[config.mk]
export PLATFORM = sky130hd
export DESIGN_NAME = ssmmg_cell
export DESIGN_NICKNAME = d
export VERILOG_FILES = /design/src/rtl/core/ssmmg_pkg.sv /design/src/rtl/core/ssmmg_cell.sv
export SDC_FILE = /design/constraint.sdc
export NUM_CORES = 1
export LEC_CHECK = 0
export BUFFER_PORTS_ARGS = -buffer_cell sky130_fd_sc_hd__clkbuf_2
export CAP_MARGIN = 20
export CORE_MARGIN = 5
export CORE_UTILIZATION = 46
export DETAILED_ROUTE_END_ITERATION = 16
export PLACE_DENSITY = 0.88
export SYNTH_ARGS = -nofsm -noshare
export SYNTH_HDL_FRONTEND = slang
export SYNTH_SLANG_ARGS = --single-unit
[constraint.sdc]
create_clock -name clk -period 6.26 [get_ports clk]
set_input_delay 0.939 -clock clk [delete_from_list [all_inputs] [get_ports clk]]
set_output_delay 0.939 -clock clk [all_outputs]
set_load 0.01 [all_outputs]
[src/rtl/core/ssmmg_pkg.sv]
// Shared types and constants for the sorted store with min/max gap reporting.
// No dependencies.
package ssmmg_pkg;

    localparam int VALUE_W = 32;
    localparam int COUNT_W = 7;
    localparam int CAP_W   = 7;

    localparam logic [CAP_W-1:0] CAPACITY_RESET = 7'd64;

    localparam logic MODE_ADD   = 1'b0;
    localparam logic MODE_CLEAR = 1'b1;

    localparam logic [1:0] STATUS_OK    = 2'd0;
    localparam logic [1:0] STATUS_FULL  = 2'd1;
    localparam logic [1:0] STATUS_SHORT = 2'd2;

    typedef struct packed {
        logic                      mode;
        logic signed [VALUE_W-1:0] value;
    } cmd_beat_t;

    typedef struct packed {
        logic [1:0]         status;
        logic [COUNT_W-1:0] stored_count;
        logic [VALUE_W-1:0] longest_gap;
        logic [VALUE_W-1:0] shortest_gap;
    } result_beat_t;

    typedef struct packed {
        logic               insert;
        logic               gap_load;
        logic [VALUE_W-1:0] value;
    } cell_ctl_t;

endpackage

[src/rtl/core/ssmmg_cell.sv]
// One storage cell of the sorted chain: holds a value and the gap to its left neighbor.
// Depends on ssmmg_pkg.
module ssmmg_cell #(
    parameter int INDEX = 0,
    parameter int CNT_W = 7
) (
    input  logic                              clk,
    input  ssmmg_pkg::cell_ctl_t              ctl,
    input  logic [CNT_W-1:0]                  count,
    input  logic [ssmmg_pkg::VALUE_W-1:0]     left_value,
    output logic [ssmmg_pkg::VALUE_W-1:0]     value,
    output logic [ssmmg_pkg::VALUE_W-1:0]     gap
);

    logic [ssmmg_pkg::VALUE_W-1:0] value_reg;
    logic [ssmmg_pkg::VALUE_W-1:0] value_next;
    logic [ssmmg_pkg::VALUE_W-1:0] gap_reg;
    logic [ssmmg_pkg::VALUE_W-1:0] gap_next;
    logic                          occupied;
    logic                          tail;
    logic                          left_le;
    logic                          own_gt;
    logic                          gap_valid;

    always_comb
    begin
        occupied  = 32'(INDEX) < 32'(count);
        tail      = 32'(INDEX) == 32'(count);
        own_gt    = $signed(value_reg) > $signed(ctl.value);
        left_le   = (INDEX == 0) || ($signed(left_value) <= $signed(ctl.value));
        gap_valid = (INDEX != 0) && occupied;
        value_next = value_reg;
        if (ctl.insert && (tail || (occupied && own_gt)))
        begin
            value_next = left_le ? ctl.value : left_value;
        end
        gap_next = gap_reg;
        if (ctl.gap_load)
        begin
            gap_next = gap_valid ? (value_reg - left_value) : '1;
        end
    end

    always_ff @(posedge clk)
    begin
        value_reg <= value_next;
        gap_reg   <= gap_next;
    end

    assign value = value_reg;
    assign gap   = gap_reg;

endmodule

==> results.toml <==
[finish]
synthToLayoutAreaGrowth_pct = 18.7
nets = 371
antenna_cells = 0
final_util_pct = 56.4
drive_gt1_share_pct = 30.8
fill_cells = 391
largest_reg_flops = 32

[detailed_routing]
drt_wl_total_um = 4270
drc = 0
wl_per_cell_um = 13.4
post_drt_via_cell_ratio = 4.73
drt_first_pass_iters = 4
drt_iter0_drc = 51
vias = 1504
drtAntennaViolNets = 0

[synth]
yosysUniqueCellTypes = 26
yosys_warnings = 0
synth_top_area_share_pct = 46.1
synthSimpleGateAreaFrac_pct = 9.19
synth_top_family_by_area = "adder cells"
synth.area.mux_share_pct = 0
synthCells = 186
ys_ff_latch = 32
synth_xor_xnor_area_share_pct = 0
synth-seq-area-share_pct = 46.1
synth_area_leaders = "edfxtp_1 46%, ha_1 19%, buf_4 12%"
synth-compound-area-share_pct = 7.81
synthAdderAreaFrac_pct = 19.2
netlist_area_um2 = 2080
syn_avg_cell_area_um2 = 11.2
yosys.area.top_type = "edfxtp_1"

[timing]
maxSlewViolCount = 0
setup_viol_count_final = 0
period_minus_slack_ns = 3.05
rsz0062_at_grt = "false"
period_share_pct = 48.7
hold_viol_final = 0
tns_ns = 0
clock.fmax_ghz = 0.328
clock_skew_ns = 0.00367

[placed_design]
io_buffer_count = 72
globalplace.congestion = 0.734
place_hpwl_um = 3600

[critical_path]
cp_max_fo = 27
startpoint_type = "input pin"
critPathCaptureType = "flip-flop"
cp.required_ns = 6.20
worstPathArrival_ns = 2.99
path_class = "in -> reg"

[cts]
cts.sinks = 32
post_cts_resized = 0
cts_tree = "yes"
clk_latency_ns = 0.28
cts_hold_buf = 0
cts.clk_slew.worst_paths_ns = 0.06
cts_buffers = 5
cts_setup_buffers = 0
h-tree-depth = 2
cts_buffer_depth = 2
cts_root_buf = "clkbuf_8"

[min_path]
worstHoldPathType = "in -> reg"

[grt]
overflow = 0
grt_pass1_vias = 1555
grt_max_degree = 28
antenna_found_initial = 0
grt_usage_pct = 14.5
grt_pass1_wl_um = 6950

[floorplan]
fp.dieW_um = 77.3
die_area_um2 = 5970
fp.coreArea_um2 = 4380
start_util_pct = 47.5
ioPinCount = 138
dieHeight_um = 77.3
placementRows = 24

[status]
status = "complete, no violations"

[pwr]
powerDensity_nw_per_um2 = 228
peakVddDrop_mv = 0.146
power_leakage_nw = 1.29

[job]
drv_cap = 0
==> stage by stage <==
step,total power [W],setup WS [ns],area (um2),hold WS (ns),instances
3_3_place_gp,0.000414,2.92,2390,1.13,310
4_1_cts,0.000573,3.16,2470,0.842,318
5_1_grt,0.000606,2.99,2470,0.829,318
6_report,0.000565,3.21,2470,0.848,318
3_5_place_dp,0.000421,2.87,2390,1.13,310
2_1_floorplan,0.000379,2.99,2200,1.04,217
==> area by class of cell <==
class	instances	area [um2]	share of cell area (%)
Inverter	33	124	5.01
Tap cell	52	65.1	2.63
Clock buffer	7	76.3	3.09
Multi-Input combinational cell	120	875	35.4
Clock inverter	1	3.75	0.152
Timing Repair Buffer	73	368	14.9
Sequential cell	32	961	38.9
==> power by group <==
group	switching (W)	internal [W]
Combinational	0.0000827	0.0000548
Clock	0.0000728	0.0000773
Sequential	0.0000118	0.000266
Total	0.000167	0.000398
==> critical path, cell delays in order <==
cell and delay [ns]:
clkbuf_2 0.09, inv_1 0.04, ha_1 0.31, nand4_1 0.17
or2_1 0.28, a211oi_1 0.24, or4b_1 0.16, a32oi_1 0.09
nand2_1 0.26, buf_4 0.41
==> path summary, 6_finish.rpt <==
kind | start | endpoint | slack, ns | cells after the start
setup / recovery | ctl[14] | value[20] | 3.21 | 10
hold / removal | ctl[30] | value[30] | 0.85 | 1
setup reg to reg | value[14] | value[20] | 3.57 | 8
hold reg to reg | value[31] | value[2] | 1.19 | 4
==> cells in the final DEF (no fill, tap or decap), drive strengths merged, types with 3 or more instances in the layout <==
| master | instances |
|---|---|
| nand2 | 5 |
| nor2 | 3 |
| clkbuf | 79 |
| nand3 | 5 |
| nand4 | 8 |
| ha | 32 |
| a21oi | 15 |
| a21o | 3 |
| nor4 | 3 |
| edfxtp | 32 |
| conb | 32 |
| inv | 33 |
==> kinds of logic after synthesis <==
logic type	Yosys count
AO/OA/AOI/OAI	26
adder cells (fa/ha/maj)	32
buffers and inverters	65
flip-flops	32
other	1
AND/OR/NAND/NOR	30
==> cells in the mapped netlist, drive strengths merged <==
cell,count
nor4b,2
o31a,1
nand2,5
buf,32
edfxtp,32
conb,1
or2,1
ha,32
nor4,3
or4b,1
nand4,8
o21ai,2
nand3,5
a32oi,1
inv,33
o211ai,1
nor2b,1
nor3,1
a21o,3
nor2,3
a21oi,15
a22oi,1
a21bo,1
a211oi,1
==> layer usage <==
metal / vias to the layer above / wire length (um) / track usage (%)
met3: 5 / 386 / 5.50
li1: 760 / - / -
met1: 682 / 1600 / 14.8
met5: - / 0 / 0
met4: 0 / 44 / 3.61
met2: 57 / 2240 / 27.3
No activity file was read; power rests on OpenSTA's default activity.
